**src/sv/fodn_pkg.sv**
```systemverilog
package fodn_pkg;

    localparam int unsigned VAL_W  = 32;
    localparam int unsigned SLOT_W = 3;
    localparam int unsigned KIND_W = 3;
    localparam int unsigned ACC_W  = 2 * VAL_W + 2;

    localparam int unsigned DEF_NUM_SLOTS  = 7;
    localparam int unsigned DEF_DATA_WIDTH = 32;
    localparam int unsigned DEF_FRAC_BITS  = 24;

    localparam logic [KIND_W-1:0] KIND_ADD   = 3'd0;
    localparam logic [KIND_W-1:0] KIND_SUB   = 3'd1;
    localparam logic [KIND_W-1:0] KIND_NEG   = 3'd2;
    localparam logic [KIND_W-1:0] KIND_MUL   = 3'd3;
    localparam logic [KIND_W-1:0] KIND_DIV   = 3'd4;
    localparam logic [KIND_W-1:0] KIND_RECIP = 3'd5;

    // Multiplier operand sources.
    typedef enum logic [2:0] {
        SRC_A,
        SRC_B,
        SRC_L,
        SRC_R,
        SRC_RC,
        SRC_TMP
    } src_t;

    typedef struct packed {
        logic accept;
        logic div_start;
        logic div_load;
        logic mul_go;
        src_t x_sel;
        src_t y_sel;
        logic acc_go;
        logic acc_clear;
        logic rnd_go;
        logic neg_go;
        logic load_out;
    } cmd_t;

    typedef struct packed {
        logic [KIND_W-1:0] held_kind;
        logic              first;
        logic              div_done;
    } status_t;

    // Clamp a wide signed value to the signed range of sat_w bits.
    function automatic logic signed [VAL_W-1:0] sat_val(
        input logic signed [ACC_W-1:0] v,
        input int unsigned             sat_w
    );
        logic signed [ACC_W-1:0] hi;
        logic signed [ACC_W-1:0] lo;
        hi = (ACC_W'(1) <<< (sat_w - 1)) - ACC_W'(1);
        lo = -hi - ACC_W'(1);
        if (v > hi) begin
            return hi[VAL_W-1:0];
        end
        else if (v < lo) begin
            return lo[VAL_W-1:0];
        end
        return v[VAL_W-1:0];
    endfunction

endpackage

```
**src/sv/first_order_dual_number_alu.sv**
```systemverilog
// Add, subtract and negate write their result directly; multiply runs a multiply-accumulate
// program, as do later slots of reciprocal and divide; slot 0 of reciprocal and divide first
// runs the bit-serial divider, whose run grows with FRAC_BITS once 2*FRAC_BITS exceeds 31.
// One request at a time; the next is accepted in the cycle after its result enters the
// output register, and a finished result waits while the output register is still full.
// Reset (rst_n, asynchronous, active low) clears held state and empties the output register.
module first_order_dual_number_alu #(
    parameter int unsigned NUM_SLOTS  = fodn_pkg::DEF_NUM_SLOTS,
    parameter int unsigned DATA_WIDTH = fodn_pkg::DEF_DATA_WIDTH,
    parameter int unsigned FRAC_BITS  = fodn_pkg::DEF_FRAC_BITS
) (
    input  logic        clk,
    input  logic        rst_n,
    input  logic        s_tvalid,
    output logic        s_tready,
    input  logic [71:0] s_tdata,    // slot[2:0], a_value[34:3], b_value[66:35], zero fill
    input  logic [2:0]  s_tuser,    // kind[2:0]
    output logic        m_tvalid,
    input  logic        m_tready,
    output logic [39:0] m_tdata,    // out_slot[2:0], result_value[34:3], zero fill
    output logic        m_tuser,    // zero_divide
    output logic        m_tlast     // last
);
    import fodn_pkg::*;

    cmd_t    cmd;
    status_t status;

    logic [SLOT_W-1:0]       out_slot;
    logic signed [VAL_W-1:0] out_value;

    fodn_ctrl u_ctrl (
        .clk      (clk),
        .rst_n    (rst_n),
        .s_tvalid (s_tvalid),
        .s_tready (s_tready),
        .m_tvalid (m_tvalid),
        .m_tready (m_tready),
        .cmd      (cmd),
        .status   (status)
    );

    fodn_datapath #(
        .NUM_SLOTS  (NUM_SLOTS),
        .DATA_WIDTH (DATA_WIDTH),
        .FRAC_BITS  (FRAC_BITS)
    ) u_datapath (
        .clk       (clk),
        .rst_n     (rst_n),
        .cmd       (cmd),
        .status    (status),
        .in_kind   (s_tuser),
        .in_slot   (s_tdata[2:0]),
        .in_a      (s_tdata[34:3]),
        .in_b      (s_tdata[66:35]),
        .out_slot  (out_slot),
        .out_value (out_value),
        .out_last  (m_tlast),
        .out_zdiv  (m_tuser)
    );

    assign m_tdata = {5'b00000, out_value, out_slot};

endmodule

```
**src/sv/fodn_div.sv**
```systemverilog
module fodn_div #(
    parameter int unsigned DATA_WIDTH = fodn_pkg::DEF_DATA_WIDTH,
    parameter int unsigned FRAC_BITS  = fodn_pkg::DEF_FRAC_BITS
) (
    input  logic                                 clk,
    input  logic                                 rst_n,
    input  logic                                 start,
    input  logic signed [fodn_pkg::VAL_W-1:0]    divisor,
    output logic                                 done,
    output logic signed [fodn_pkg::VAL_W-1:0]    quotient
);
    import fodn_pkg::*;

    localparam int unsigned SAT_W = (DATA_WIDTH < VAL_W) ? DATA_WIDTH : VAL_W;
    localparam int unsigned NUM_W = ((2 * FRAC_BITS > VAL_W - 1) ? 2 * FRAC_BITS : VAL_W - 1) + 1;
    localparam int unsigned CNT_W = $clog2(NUM_W + 1);
    localparam logic [NUM_W-1:0] MAX_Q = NUM_W'((64'd1 << (SAT_W - 1)) - 64'd1);
    localparam logic [NUM_W-1:0] LAST_CNT = NUM_W'(NUM_W - 1);

    logic             busy_reg, busy_next;
    logic [CNT_W-1:0] cnt_reg, cnt_next;
    logic             done_reg, done_next;
    logic [VAL_W-1:0] rem_reg, rem_next;
    logic [NUM_W-1:0] nq_reg, nq_next;
    logic [VAL_W-1:0] ud_reg, ud_next;
    logic             neg_reg, neg_next;

    logic [VAL_W-1:0] ud_in;
    logic [VAL_W:0]   rem_sh;
    logic [VAL_W:0]   rem_sub;
    logic             ge;

    assign ud_in   = divisor[VAL_W-1] ? VAL_W'(-divisor) : VAL_W'(divisor);
    assign rem_sh  = {rem_reg, nq_reg[NUM_W-1]};
    assign rem_sub = rem_sh - {1'b0, ud_reg};
    assign ge      = (rem_sh >= {1'b0, ud_reg});

    always_comb
    begin
        busy_next = busy_reg;
        cnt_next  = cnt_reg;
        done_next = 1'b0;
        rem_next  = rem_reg;
        nq_next   = nq_reg;
        ud_next   = ud_reg;
        neg_next  = neg_reg;
        if (start) begin
            busy_next = 1'b1;
            cnt_next  = '0;
            rem_next  = '0;
            ud_next   = ud_in;
            neg_next  = divisor[VAL_W-1];
            // Numerator 2^(2F) plus half the divisor rounds the quotient.
            nq_next   = (NUM_W'(1) << (2 * FRAC_BITS)) + NUM_W'(ud_in >> 1);
        end
        else if (busy_reg) begin
            rem_next = ge ? rem_sub[VAL_W-1:0] : rem_sh[VAL_W-1:0];
            nq_next  = {nq_reg[NUM_W-2:0], ge};
            cnt_next = cnt_reg + CNT_W'(1);
            if (NUM_W'(cnt_reg) == LAST_CNT) begin
                busy_next = 1'b0;
                done_next = 1'b1;
            end
        end
    end

    always_ff @(posedge clk or negedge rst_n)
    begin
        if (!rst_n) begin
            busy_reg <= 1'b0;
            cnt_reg  <= '0;
            done_reg <= 1'b0;
        end
        else begin
            busy_reg <= busy_next;
            cnt_reg  <= cnt_next;
            done_reg <= done_next;
        end
    end

    always_ff @(posedge clk)
    begin
        rem_reg <= rem_next;
        nq_reg  <= nq_next;
        ud_reg  <= ud_next;
        neg_reg <= neg_next;
    end

    always_comb
    begin
        if (!neg_reg) begin
            quotient = (nq_reg > MAX_Q) ? VAL_W'(MAX_Q) : VAL_W'(nq_reg);
        end
        else begin
            quotient = (nq_reg > MAX_Q + NUM_W'(1)) ? -VAL_W'(MAX_Q) - VAL_W'(1)
                                                    : -VAL_W'(nq_reg);
        end
    end

    assign done = done_reg;

endmodule

```
**src/sv/fodn_datapath.sv**
```systemverilog
module fodn_datapath #(
    parameter int unsigned NUM_SLOTS  = fodn_pkg::DEF_NUM_SLOTS,
    parameter int unsigned DATA_WIDTH = fodn_pkg::DEF_DATA_WIDTH,
    parameter int unsigned FRAC_BITS  = fodn_pkg::DEF_FRAC_BITS
) (
    input  logic                                  clk,
    input  logic                                  rst_n,
    input  fodn_pkg::cmd_t                        cmd,
    output fodn_pkg::status_t                     status,
    input  logic [fodn_pkg::KIND_W-1:0]           in_kind,
    input  logic [fodn_pkg::SLOT_W-1:0]           in_slot,
    input  logic signed [fodn_pkg::VAL_W-1:0]     in_a,
    input  logic signed [fodn_pkg::VAL_W-1:0]     in_b,
    output logic [fodn_pkg::SLOT_W-1:0]           out_slot,
    output logic signed [fodn_pkg::VAL_W-1:0]     out_value,
    output logic                                  out_last,
    output logic                                  out_zdiv
);
    import fodn_pkg::*;

    localparam int unsigned SAT_W = (DATA_WIDTH < VAL_W) ? DATA_WIDTH : VAL_W;
    localparam logic [4:0] LAST_SLOT = 5'(NUM_SLOTS - 1);

    // Operation state held from slot 0.
    logic [KIND_W-1:0]       kind_reg;
    logic signed [VAL_W-1:0] left_reg;
    logic signed [VAL_W-1:0] right_reg;
    logic signed [VAL_W-1:0] recip_reg;
    logic                    fault_reg;

    // Current request and working registers.
    logic [SLOT_W-1:0]         slot_reg;
    logic                      first_reg;
    logic signed [VAL_W-1:0]   a_reg;
    logic signed [VAL_W-1:0]   b_reg;
    logic signed [2*VAL_W-1:0] prod_reg;
    logic signed [ACC_W-1:0]   acc_reg;
    logic signed [VAL_W-1:0]   tmp_reg;

    logic [SLOT_W-1:0]       oslot_reg;
    logic signed [VAL_W-1:0] oval_reg;
    logic                    olast_reg;
    logic                    ozdiv_reg;

    logic signed [VAL_W-1:0]   x_val;
    logic signed [VAL_W-1:0]   y_val;
    logic signed [2*VAL_W-1:0] prod_next;
    logic signed [ACC_W-1:0]   acc_next;
    logic signed [ACC_W-1:0]   rsum;
    logic signed [VAL_W-1:0]   rnd_val;
    logic signed [VAL_W-1:0]   neg_val;
    logic signed [VAL_W-1:0]   res_val;
    logic signed [VAL_W-1:0]   divisor;
    logic signed [VAL_W-1:0]   div_q;
    logic                      div_done;

    function automatic logic signed [VAL_W-1:0] pick(input src_t sel,
                                                      input logic signed [VAL_W-1:0] a,
                                                      input logic signed [VAL_W-1:0] b,
                                                      input logic signed [VAL_W-1:0] l,
                                                      input logic signed [VAL_W-1:0] r,
                                                      input logic signed [VAL_W-1:0] rc,
                                                      input logic signed [VAL_W-1:0] t);
        case (sel)
            SRC_A:   return a;
            SRC_B:   return b;
            SRC_L:   return l;
            SRC_R:   return r;
            SRC_RC:  return rc;
            SRC_TMP: return t;
            default: return '0;
        endcase
    endfunction

    assign divisor = (kind_reg == KIND_DIV) ? right_reg : left_reg;

    fodn_div #(
        .DATA_WIDTH (DATA_WIDTH),
        .FRAC_BITS  (FRAC_BITS)
    ) u_div (
        .clk      (clk),
        .rst_n    (rst_n),
        .start    (cmd.div_start),
        .divisor  (divisor),
        .done     (div_done),
        .quotient (div_q)
    );

    assign x_val = pick(cmd.x_sel, a_reg, b_reg, left_reg, right_reg, recip_reg, tmp_reg);
    assign y_val = pick(cmd.y_sel, a_reg, b_reg, left_reg, right_reg, recip_reg, tmp_reg);
    assign prod_next = x_val * y_val;
    assign acc_next  = (cmd.acc_clear ? ACC_W'(0) : acc_reg) + ACC_W'(prod_reg);

    // Round to nearest with ties toward plus infinity, then clamp.
    assign rsum    = acc_reg + (ACC_W'(1) <<< (FRAC_BITS - 1));
    assign rnd_val = sat_val(rsum >>> FRAC_BITS, SAT_W);
    assign neg_val = sat_val(-ACC_W'(tmp_reg), SAT_W);

    always_comb
    begin
        case (kind_reg)
            KIND_ADD:   res_val = sat_val(ACC_W'(a_reg) + ACC_W'(b_reg), SAT_W);
            KIND_SUB:   res_val = sat_val(ACC_W'(a_reg) - ACC_W'(b_reg), SAT_W);
            KIND_NEG:   res_val = sat_val(-ACC_W'(a_reg), SAT_W);
            KIND_MUL:   res_val = tmp_reg;
            KIND_DIV:   res_val = tmp_reg;
            KIND_RECIP: res_val = first_reg ? recip_reg : tmp_reg;
            default:    res_val = '0;
        endcase
    end

    always_ff @(posedge clk or negedge rst_n)
    begin
        if (!rst_n) begin
            kind_reg  <= '0;
            left_reg  <= '0;
            right_reg <= '0;
            recip_reg <= '0;
            fault_reg <= 1'b0;
        end
        else begin
            if (cmd.accept && (in_slot == '0)) begin
                kind_reg  <= in_kind;
                left_reg  <= in_a;
                right_reg <= in_b;
                recip_reg <= '0;
                fault_reg <= 1'b0;
            end
            if (cmd.div_start) begin
                fault_reg <= (divisor == '0);
            end
            if (cmd.div_load) begin
                recip_reg <= div_q;
            end
        end
    end

    always_ff @(posedge clk)
    begin
        if (cmd.accept) begin
            slot_reg  <= in_slot;
            first_reg <= (in_slot == '0);
            a_reg     <= in_a;
            b_reg     <= in_b;
        end
        if (cmd.mul_go) begin
            prod_reg <= prod_next;
        end
        if (cmd.acc_go) begin
            acc_reg <= acc_next;
        end
        if (cmd.rnd_go) begin
            tmp_reg <= rnd_val;
        end
        else if (cmd.neg_go) begin
            tmp_reg <= neg_val;
        end
        if (cmd.load_out) begin
            oslot_reg <= slot_reg;
            oval_reg  <= res_val;
            olast_reg <= ({2'b00, slot_reg} == LAST_SLOT);
            ozdiv_reg <= ((kind_reg == KIND_DIV) || (kind_reg == KIND_RECIP)) && fault_reg;
        end
    end

    assign status.held_kind = kind_reg;
    assign status.first     = first_reg;
    assign status.div_done  = div_done;

    assign out_slot  = oslot_reg;
    assign out_value = oval_reg;
    assign out_last  = olast_reg;
    assign out_zdiv  = ozdiv_reg;

endmodule

```
**src/sv/fodn_ctrl.sv**
```systemverilog
module fodn_ctrl (
    input  logic              clk,
    input  logic              rst_n,
    input  logic              s_tvalid,
    output logic              s_tready,
    output logic              m_tvalid,
    input  logic              m_tready,
    output fodn_pkg::cmd_t    cmd,
    input  fodn_pkg::status_t status
);
    import fodn_pkg::*;

    localparam logic [3:0] ST_IDLE     = 4'd0;
    localparam logic [3:0] ST_DECODE   = 4'd1;
    localparam logic [3:0] ST_DIV_GO   = 4'd2;
    localparam logic [3:0] ST_DIV_WAIT = 4'd3;
    localparam logic [3:0] ST_MUL      = 4'd4;
    localparam logic [3:0] ST_ACC      = 4'd5;
    localparam logic [3:0] ST_RND      = 4'd6;
    localparam logic [3:0] ST_NEG      = 4'd7;
    localparam logic [3:0] ST_WRITE    = 4'd8;

    typedef struct packed {
        src_t x_sel;
        src_t y_sel;
        logic clear;
        logic rnd;
        logic neg;
        logic last;
    } mul_op_t;

    logic [3:0] state_reg, state_next;
    logic [1:0] step_reg, step_next;
    logic       valid_reg, valid_next;
    mul_op_t    op;

    // Multiply-accumulate program for each operation and slot position.
    function automatic mul_op_t program_op(input logic [KIND_W-1:0] kind,
                                           input logic first,
                                           input logic [1:0] step);
        mul_op_t o;
        o = '{x_sel: SRC_A, y_sel: SRC_B, clear: 1'b1, rnd: 1'b1, neg: 1'b0, last: 1'b1};
        case (kind)
            KIND_MUL:
            begin
                if (!first) begin
                    case (step)
                        2'd0:    o = '{SRC_L, SRC_B, 1'b1, 1'b0, 1'b0, 1'b0};
                        default: o = '{SRC_R, SRC_A, 1'b0, 1'b1, 1'b0, 1'b1};
                    endcase
                end
            end
            KIND_DIV:
            begin
                if (first) begin
                    o = '{SRC_A, SRC_RC, 1'b1, 1'b1, 1'b0, 1'b1};
                end
                else begin
                    // Quotient rule: derivative of the reciprocal, then L*q + r*a.
                    case (step)
                        2'd0:    o = '{SRC_B, SRC_RC, 1'b1, 1'b1, 1'b0, 1'b0};
                        2'd1:    o = '{SRC_TMP, SRC_RC, 1'b1, 1'b1, 1'b1, 1'b0};
                        2'd2:    o = '{SRC_L, SRC_TMP, 1'b1, 1'b0, 1'b0, 1'b0};
                        default: o = '{SRC_RC, SRC_A, 1'b0, 1'b1, 1'b0, 1'b1};
                    endcase
                end
            end
            KIND_RECIP:
            begin
                case (step)
                    2'd0:    o = '{SRC_A, SRC_RC, 1'b1, 1'b1, 1'b0, 1'b0};
                    default: o = '{SRC_TMP, SRC_RC, 1'b1, 1'b1, 1'b1, 1'b1};
                endcase
            end
            default:
            begin
                o.last = 1'b1;
            end
        endcase
        return o;
    endfunction

    assign op = program_op(status.held_kind, status.first, step_reg);

    always_comb
    begin
        state_next = state_reg;
        step_next  = step_reg;
        valid_next = valid_reg;
        cmd        = '0;
        cmd.x_sel  = op.x_sel;
        cmd.y_sel  = op.y_sel;
        cmd.acc_clear = op.clear;
        s_tready   = 1'b0;

        if (valid_reg && m_tready) begin
            valid_next = 1'b0;
        end

        case (state_reg)
            ST_IDLE:
            begin
                s_tready = 1'b1;
                if (s_tvalid) begin
                    cmd.accept = 1'b1;
                    state_next = ST_DECODE;
                end
            end
            ST_DECODE:
            begin
                step_next = '0;
                if (status.held_kind == KIND_MUL) begin
                    state_next = ST_MUL;
                end
                else if ((status.held_kind == KIND_DIV) || (status.held_kind == KIND_RECIP)) begin
                    state_next = status.first ? ST_DIV_GO : ST_MUL;
                end
                else begin
                    state_next = ST_WRITE;
                end
            end
            ST_DIV_GO:
            begin
                cmd.div_start = 1'b1;
                state_next    = ST_DIV_WAIT;
            end
            ST_DIV_WAIT:
            begin
                if (status.div_done) begin
                    cmd.div_load = 1'b1;
                    state_next   = (status.held_kind == KIND_RECIP) ? ST_WRITE : ST_MUL;
                end
            end
            ST_MUL:
            begin
                cmd.mul_go = 1'b1;
                state_next = ST_ACC;
            end
            ST_ACC:
            begin
                cmd.acc_go = 1'b1;
                if (op.rnd) begin
                    state_next = ST_RND;
                end
                else if (op.last) begin
                    state_next = ST_WRITE;
                end
                else begin
                    step_next  = step_reg + 2'd1;
                    state_next = ST_MUL;
                end
            end
            ST_RND:
            begin
                cmd.rnd_go = 1'b1;
                if (op.neg) begin
                    state_next = ST_NEG;
                end
                else if (op.last) begin
                    state_next = ST_WRITE;
                end
                else begin
                    step_next  = step_reg + 2'd1;
                    state_next = ST_MUL;
                end
            end
            ST_NEG:
            begin
                cmd.neg_go = 1'b1;
                if (op.last) begin
                    state_next = ST_WRITE;
                end
                else begin
                    step_next  = step_reg + 2'd1;
                    state_next = ST_MUL;
                end
            end
            ST_WRITE:
            begin
                // The output register frees up in the same cycle it is taken.
                if (!valid_reg || m_tready) begin
                    cmd.load_out = 1'b1;
                    valid_next   = 1'b1;
                    state_next   = ST_IDLE;
                end
            end
            default:
            begin
                state_next = ST_IDLE;
            end
        endcase
    end

    always_ff @(posedge clk or negedge rst_n)
    begin
        if (!rst_n) begin
            state_reg <= ST_IDLE;
            step_reg  <= '0;
            valid_reg <= 1'b0;
        end
        else begin
            state_reg <= state_next;
            step_reg  <= step_next;
            valid_reg <= valid_next;
        end
    end

    assign m_tvalid = valid_reg;

endmodule
```
**config.mk**
```make
export PLATFORM = sky130hd
export DESIGN_NAME = first_order_dual_number_alu
export DESIGN_NICKNAME = d
export VERILOG_FILES = /design/src/sv/fodn_pkg.sv /design/src/sv/first_order_dual_number_alu.sv /design/src/sv/fodn_div.sv /design/src/sv/fodn_datapath.sv /design/src/sv/fodn_ctrl.sv
export SDC_FILE = /design/constraint.sdc
export NUM_CORES = 2
export LEC_CHECK = 0
export ABC_AREA = 1
export ABC_CLOCK_PERIOD_IN_PS = 23500
export BUFFER_PORTS_ARGS = -buffer_cell sky130_fd_sc_hd__clkbuf_2
export CAP_MARGIN = 10
export CORE_ASPECT_RATIO = 0.6
export CORE_MARGIN = 3
export CORE_UTILIZATION = 57
export CTS_CLUSTER_DIAMETER = 100
export DETAILED_ROUTE_END_ITERATION = 8
export PLACE_DENSITY = 0.73
export SLEW_MARGIN = 30
export SYNTH_ARGS = -nofsm -noshare
export SYNTH_HDL_FRONTEND = slang
export SYNTH_SLANG_ARGS = --single-unit
```
**constraint.sdc**
```tcl
create_clock -name clk -period 23.5 [get_ports clk]
set_input_delay 2.35 -clock clk [delete_from_list [all_inputs] [get_ports clk]]
set_output_delay 2.35 -clock clk [all_outputs]
set_load 0.05 [all_outputs]
```
After elaboration in Yosys (flattened, before gate mapping):

Index checks and enable logic that the tools add are counted.

* bits in registers: 496
* input bits: 79
* logic and storage cells: 197

* add/subtract/negate cells: 12
* $mul: 1
* $lt $le $gt $ge: 13
* equal/unequal tests: 32
* muxes and demuxes: 92
* reductions and logical operators: 21

Operators by type and width (number)
* $mux W32: 26
* $pmux W32 S6: 2
* $gt A66 B32 Y1 const B: 4
* $lt A66 B32 Y1 const B: 4
* $pmux W32 S5: 1
* $neg A32 Y66: 2
* $mux W49: 2
* $add A66 B25 Y66 const B: 1
* $add A66 B64 Y66: 1
* $mux W66: 1
* $mul A32 B32 Y64: 1
* $neg A32 Y32: 2
* $add A49 B31 Y49 const A: 1
* $gt A49 B31 Y1 const B: 1
* $gt A49 B32 Y1 const B: 1
* $gt A42 B32 Y1 const B: 1
* $lt A42 B32 Y1 const B: 1
* $mux W1: 36
* $mux W4: 9
* $pmux W4 S9: 1
* $add A32 B32 Y33: 1
* $ge A33 B32 Y1: 1
* $sub A32 B32 Y33: 1
* $logic_not A32 Y1: 1
* 34 further kinds: 69

Longest topological paths before layout:

* word-level depth: 7
* depth in mapped cells: 47

By module:

A second synthesis with hierarchy kept.

* cells, all modules: 10015
* area total of the unflattened synthesis: 76580.9 µm²

Modules (own cells, without submodules)
* fodn_datapath: times used 1, cells an instance 8383, area an instance 66039.6 µm²
* fodn_div: times used 1, cells an instance 1489, area an instance 9691.8 µm²
* fodn_ctrl: times used 1, cells an instance 137, area an instance 808.3 µm²
* first_order_dual_number_alu: times used 1, cells an instance 6, area an instance 41.3 µm²

Worst setup path after synthesis:

OpenSTA, ideal clock, no wires.

* path kind: flip-flop to flip-flop
* start: register u_ctrl.step_reg[0]
* end: register u_datapath.prod_reg[60] (data pin)
* library setup time: 0.262 ns
* data arrival time: 8.891 ns
* data required time: 23.238 ns
* path slack: 14.347 ns
* stages on the path, launching flop included: 35
* buffers on the path: 2
* path through: dfrtp_1 inv_1 ha_1 nor3_2 or2_1 nand2_2 nand2_1 buf_4 nor2_1 nor3_2 buf_2 nor2_1 fa_1 inv_1 fa_1 inv_1 fa_1 fa_1 inv_1 fa_1 inv_1 fa_1 inv_1 fa_1 fa_1 inv_1 ha_1 nand2_1 nor2_1 nand3_1 nor3_1 nand2_1 o211ai_1 a21oi_1 xor2_1

* longest elaborated chain between the ends: 7
* elaborated cells between the ends (all ways): 24
* those cells by class: 1 x mul; 12 x eq/ne; 8 x mux; 3 x reduce/logical

RTL lines
* from (decl): RTL line fodn_ctrl.sv:33 `logic [1:0] step_reg, step_next;`
* from (signal assigned): RTL line fodn_ctrl.sv:203 `step_reg <= step_next;`
* $eq A2 B2 Y1, or another cell as far along: RTL line fodn_ctrl.sv:60 `case (step)`
* $pmux W10 S3 or $mux W8 (tied branches): RTL line fodn_ctrl.sv:60, fodn_ctrl.sv:47
* $mux W10, on equally long branches: RTL line fodn_ctrl.sv:55, fodn_ctrl.sv:46
* $pmux W9 S3 *: RTL line fodn_ctrl.sv:43 `case (kind)`
* $eq A3 B3 Y1, or another cell as far along: RTL line fodn_datapath.sv:64 `case (sel)`
* $pmux W32 S6: RTL line fodn_datapath.sv:64
* $mul A32 B32 Y64 *: RTL line fodn_datapath.sv:91 `assign prod_next = x_val * y_val;`
* net u_datapath.prod_next[60]: RTL line fodn_datapath.sv:47 `logic signed [2*VAL_W-1:0] prod_next;`
* to (signal assigned): RTL line fodn_datapath.sv:147 `prod_reg <= prod_next;`
* to (decl): RTL line fodn_datapath.sv:36 `logic signed [2*VAL_W-1:0] prod_reg;`

The timed path passes the listed nets; every way through them passes the cells marked *.
A chain may end at the register's enable or synchronous reset.

Worst setup path after layout:

* start: register u_datapath.kind_reg[0]
* end: register u_datapath.prod_reg[60] (data pin)

* longest elaborated chain between the ends: 5
* elaborated cells between the ends (all ways): 19
* those cells by class: 1 x mul; 13 x eq/ne; 3 x mux; 2 x reduce/logical

RTL lines
* from (decl): RTL line fodn_datapath.sv:25 `logic [KIND_W-1:0] kind_reg;`
* from (signal assigned): RTL line fodn_datapath.sv:123 `kind_reg <= in_kind;`
* $eq A3 B3 Y1 or $eq A3 B2 Y1 (tied branches): RTL line fodn_ctrl.sv:43
* $pmux W9 S3 *: RTL line fodn_ctrl.sv:43
* $eq A3 B3 Y1, or another cell as far along: RTL line fodn_datapath.sv:64
* $pmux W32 S6: RTL line fodn_datapath.sv:64
* $mul A32 B32 Y64 *: RTL line fodn_datapath.sv:91
* net u_datapath.prod_next[60]: RTL line fodn_datapath.sv:47

Marks and branches as above.

==> metrics.md <==
| Metric | Value |
|---|---|
| Result of the run | completed |
| Placed cell areas | 0.07647 mm^2 |
| Skew-Pair Late Insertion Delay | 0.67 ns |
| Shortest period the worst path allows | 12.58 ns |
| Cell at the slowest stage of the critical path | sky130_fd_sc_hd__fa_1 |
| Count of flip-flops with a built-in enable after synthesis | 349 |
| GRT Util Overall | 46.62% |
| Number of instances resized during post-cts repair | 0 |
| Highest fanout seen on the critical path | 69 |
| Final setup TNS | 0 ns |
| Maximum number of pins on one net before global-route repair | 87 |
| CTS tree | built |
| Chip height | 285.4 um |
| CTS Buf Count | 54 |
| Total number of placement rows | 101 |
| Library cell used as clock root buffer | sky130_fd_sc_hd__clkbuf_16 |
| Area leader, netlist | sky130_fd_sc_hd__fa_1 |
| Top-count cell post-synth | sky130_fd_sc_hd__inv_1 |
| Total wire length after detailed routing | 315600 um |
| First-pass GRT wire length | 451600 um |
| Post-detailed-route DRC marker count | 0 |
| Reported max-cap violation count | 0 |
| CTS Hold Bufs | 0 |
| Kind of capture point of the worst setup path | register |
| Hold/Removal Path Class | register to register |
| Worst r2r path cells | 38 |
| FF-to-FF setup slack | 10.92 ns |
| Worst Hold End | u_datapath.out_slot[0]$_DFFE_PP_ |
| Total number of yosys warnings | 0 |
| Most used DFF post-synth | sky130_fd_sc_hd__edfxtp_1 |
| Summed instance area of the synthesized netlist | 0.07416 mm^2 |
| Multi-input gate area | 0.05086 mm^2 |
| Flip-flop count of the largest register, all copies and words added | 66 |
| Number of pins with negative max-slew slack in the final report | 0 |
| Number of global-route vias before repair | 65240 |
| Worst Hold Path Cells | 0 |
| Number of antenna violations at the first check in global routing | 47 |
| Initial cell density of the core | 58.05% |
| Layout net count | 10980 |
| Deepest level of the CTS H-tree | 2 |
| Number of I/O pins | 123 |
| Number of distinct library cell variants in the gate-level netlist after synthesis | 71 |
| Setup repair after global routing missed its margin | no |
| # port buffers | 112 |
| Slew of the pin with the lowest slew margin | 1.124 ns |
| Largest stage delay on the critical path | 1.12 ns |
| Post-CTS setup-driven buffer insertion count | 0 |
| Sequential-to-total area share from yosys stat | 18.87% |
| Hold Fails Final Rpt | 0 |
| Start of the worst register-to-register path | u_datapath.kind_reg[0]$_DFFE_PN0P_ |
| Layout area overhead | 5.871% |
| Async set or reset register ratio after synthesis | 23.19% |
| Die boundary width | 471.7 um |
| First drt pass iteration count | 7 |
| Clock-pin transition on the worst setup and hold timing paths | 0.07 ns |
| Routability congestion estimate from global placement | 1.111 |
| Critical Path Most Common Cell | sky130_fd_sc_hd__fa_1 |
| Avg Synthesized Cell Area | 7.829 um^2 |
| Sequential cell area in the final layout | 0.01400 mm^2 |
| Overall die area | 0.1346 mm^2 |
| Headroom to the max-slew limit | 24.29% |
| Source of the worst hold timing path | u_datapath.slot_reg[0]$_DFFE_PP_ |
| Top post-synthesis cells by area | sky130_fd_sc_hd__fa_1, sky130_fd_sc_hd__edfxtp_1, sky130_fd_sc_hd__inv_1 |
| Commonest cells in the synthesized netlist | sky130_fd_sc_hd__inv_1, sky130_fd_sc_hd__nand2_1, sky130_fd_sc_hd__nor2_1, sky130_fd_sc_hd__fa_1, sky130_fd_sc_hd__o21ai_0 |
| Number of DRC violations after detailed-routing iteration 0 | 10930 |
| Placeable core region | 0.1278 mm^2 |
| Crit Path Category | register to register |
| Number of cells produced by synthesis | 9473 |
| Clock sink count | 496 |
| Filler cell count in the final layout | 11440 |
| Final cycle utilization of the critical path | 53.55% |
| Placed wire-length estimate after detailed placement | 258400 um |
| Via total after detailed routing | 68910 |
| Fraction of layout instances using a drive strength above 1 | 5.432% |
| Clock Path Buffers | 3 |
| Arrival time of the worst setup path | 12.98 ns |
| Average via count per standard cell | 6.139 |
| Upper clock frequency limit | 0.07947 GHz |
| Post-synthesis register bit count | 496 |
| Post-layout instance area | 0.07852 mm^2 |
| Post-detailed-route wirelength per cell | 28.12 um |
| Count of endpoints failing setup in the final report | 0 |
| Global route total overflow | 0 |
| Share of the synthesized area in the top cell type | 29.31% |
| Skew final | 0.03322 ns |
| Count of antenna-violating nets left after detailed routing | 0 |
| Startpoint type of the worst setup path | register |
| Required @ worst endpoint | 23.90 ns |
| Terminus of the critical flop-to-flop path | u_datapath.prod_reg[60]$_DFFE_PP_ |
## cell type report
cell class / count / share of cell area (%)
tap: 1699 / 2.707
inverter: 2136 / 10.22
sequential: 496 / 17.83
clock buffer: 64 / 1.836
antenna: 27 / 0.08605
timing repair buffer: 244 / 2.009
multi-input combinational: 6522 / 64.78
clock inverter: 37 / 0.5354
## worst max-delay path, delay by kind of cell (launching register included)
family	cells	cell delay (ns)
AOI/OAI and AO/OA	5	0.80
xor gates and xnor gates	1	0.19
adders and majority gates	9	5.30
buffers and inverters	10	2.51
DFF	1	0.50
and+or+nand+nor	13	2.88
## metrics by stage
| step | util [%] | setup slack [ns] | std cells | hold slack [ns] |
|---|---|---|---|---|
| final | 61.46 | 10.92 | 11230 | 0.4505 |
| after global routing | 61.44 | 10.39 | 11220 | 0.4604 |
| after CTS | 61.31 | 11.30 | 11200 | 0.4499 |
| after detailed placement | 59.85 | 11.31 | 11100 | 0.4350 |
| after global placement | 59.81 | 11.58 | 11100 | 0.4310 |
| after floorplan | - | 14.35 | 9477 | 0.4262 |
## cell families (layout without fill, tap and decap cells)
logic type | after synthesis | count (layout) | synth area share [%]
AO/OA/AOI/OAI | 1089 | 1089 | 8.467
XOR/XNOR | 318 | 318 | 3.755
adder cells (fa/ha/maj) | 1448 | 1448 | 35.42
buffers and inverters | 2459 | 2481 | 13.04
flip-flops | 496 | 496 | 18.87
other | 1 | 32 | 0.005056
AND/OR/NAND/NOR | 3662 | 3662 | 20.43
## layer usage
metal | GRT usage (%) | vias to the layer above | routed length [um]
met5 | 3.660 | - | 1127
met4 | 10.74 | 32 | 9633
met3 | 32.03 | 713 | 69390
met2 | 52.70 | 5567 | 104700
met1 | 69.27 | 33630 | 130800
li1 | - | 28970 | -
## worst max-delay path by stage
stage / from / to / depth (start not counted)
after global routing: u_datapath.kind_reg[0]$_DFFE_PN0P_ / u_datapath.prod_reg[60]$_DFFE_PP_ / 38
after global placement: u_datapath.kind_reg[0]$_DFFE_PN0P_ / u_datapath.prod_reg[60]$_DFFE_PP_ / 38
after floorplan: u_ctrl.step_reg[0]$_DFFE_PN0P_ / u_datapath.prod_reg[60]$_DFFE_PP_ / 34
final: u_datapath.kind_reg[0]$_DFFE_PN0P_ / u_datapath.prod_reg[60]$_DFFE_PP_ / 38
after detailed placement: u_datapath.kind_reg[0]$_DFFE_PN0P_ / u_datapath.prod_reg[60]$_DFFE_PP_ / 38
after CTS: u_datapath.kind_reg[0]$_DFFE_PN0P_ / u_datapath.prod_reg[60]$_DFFE_PP_ / 38
## placed cells by master, fill, tap and decap left out, drive strengths merged, types with 27 or more instances in the layout
cell,count
xnor2,63
xor2,255
o211ai,47
buf,133
edfxtp,349
a21oi,304
diode,27
dfrtp,115
o21ai,407
dfxtp,32
nor3,116
o21bai,32
fa,1086
inv,2132
clkbuf,175
nand2,1837
nor2,1256
clkinv,30
a31oi,51
nand4,92
ha,362
nor4,60
nand3,256
o22ai,129
Power is not shown: default switching activity piles up to over one toggle a cycle in this logic, so the estimate is an artifact.
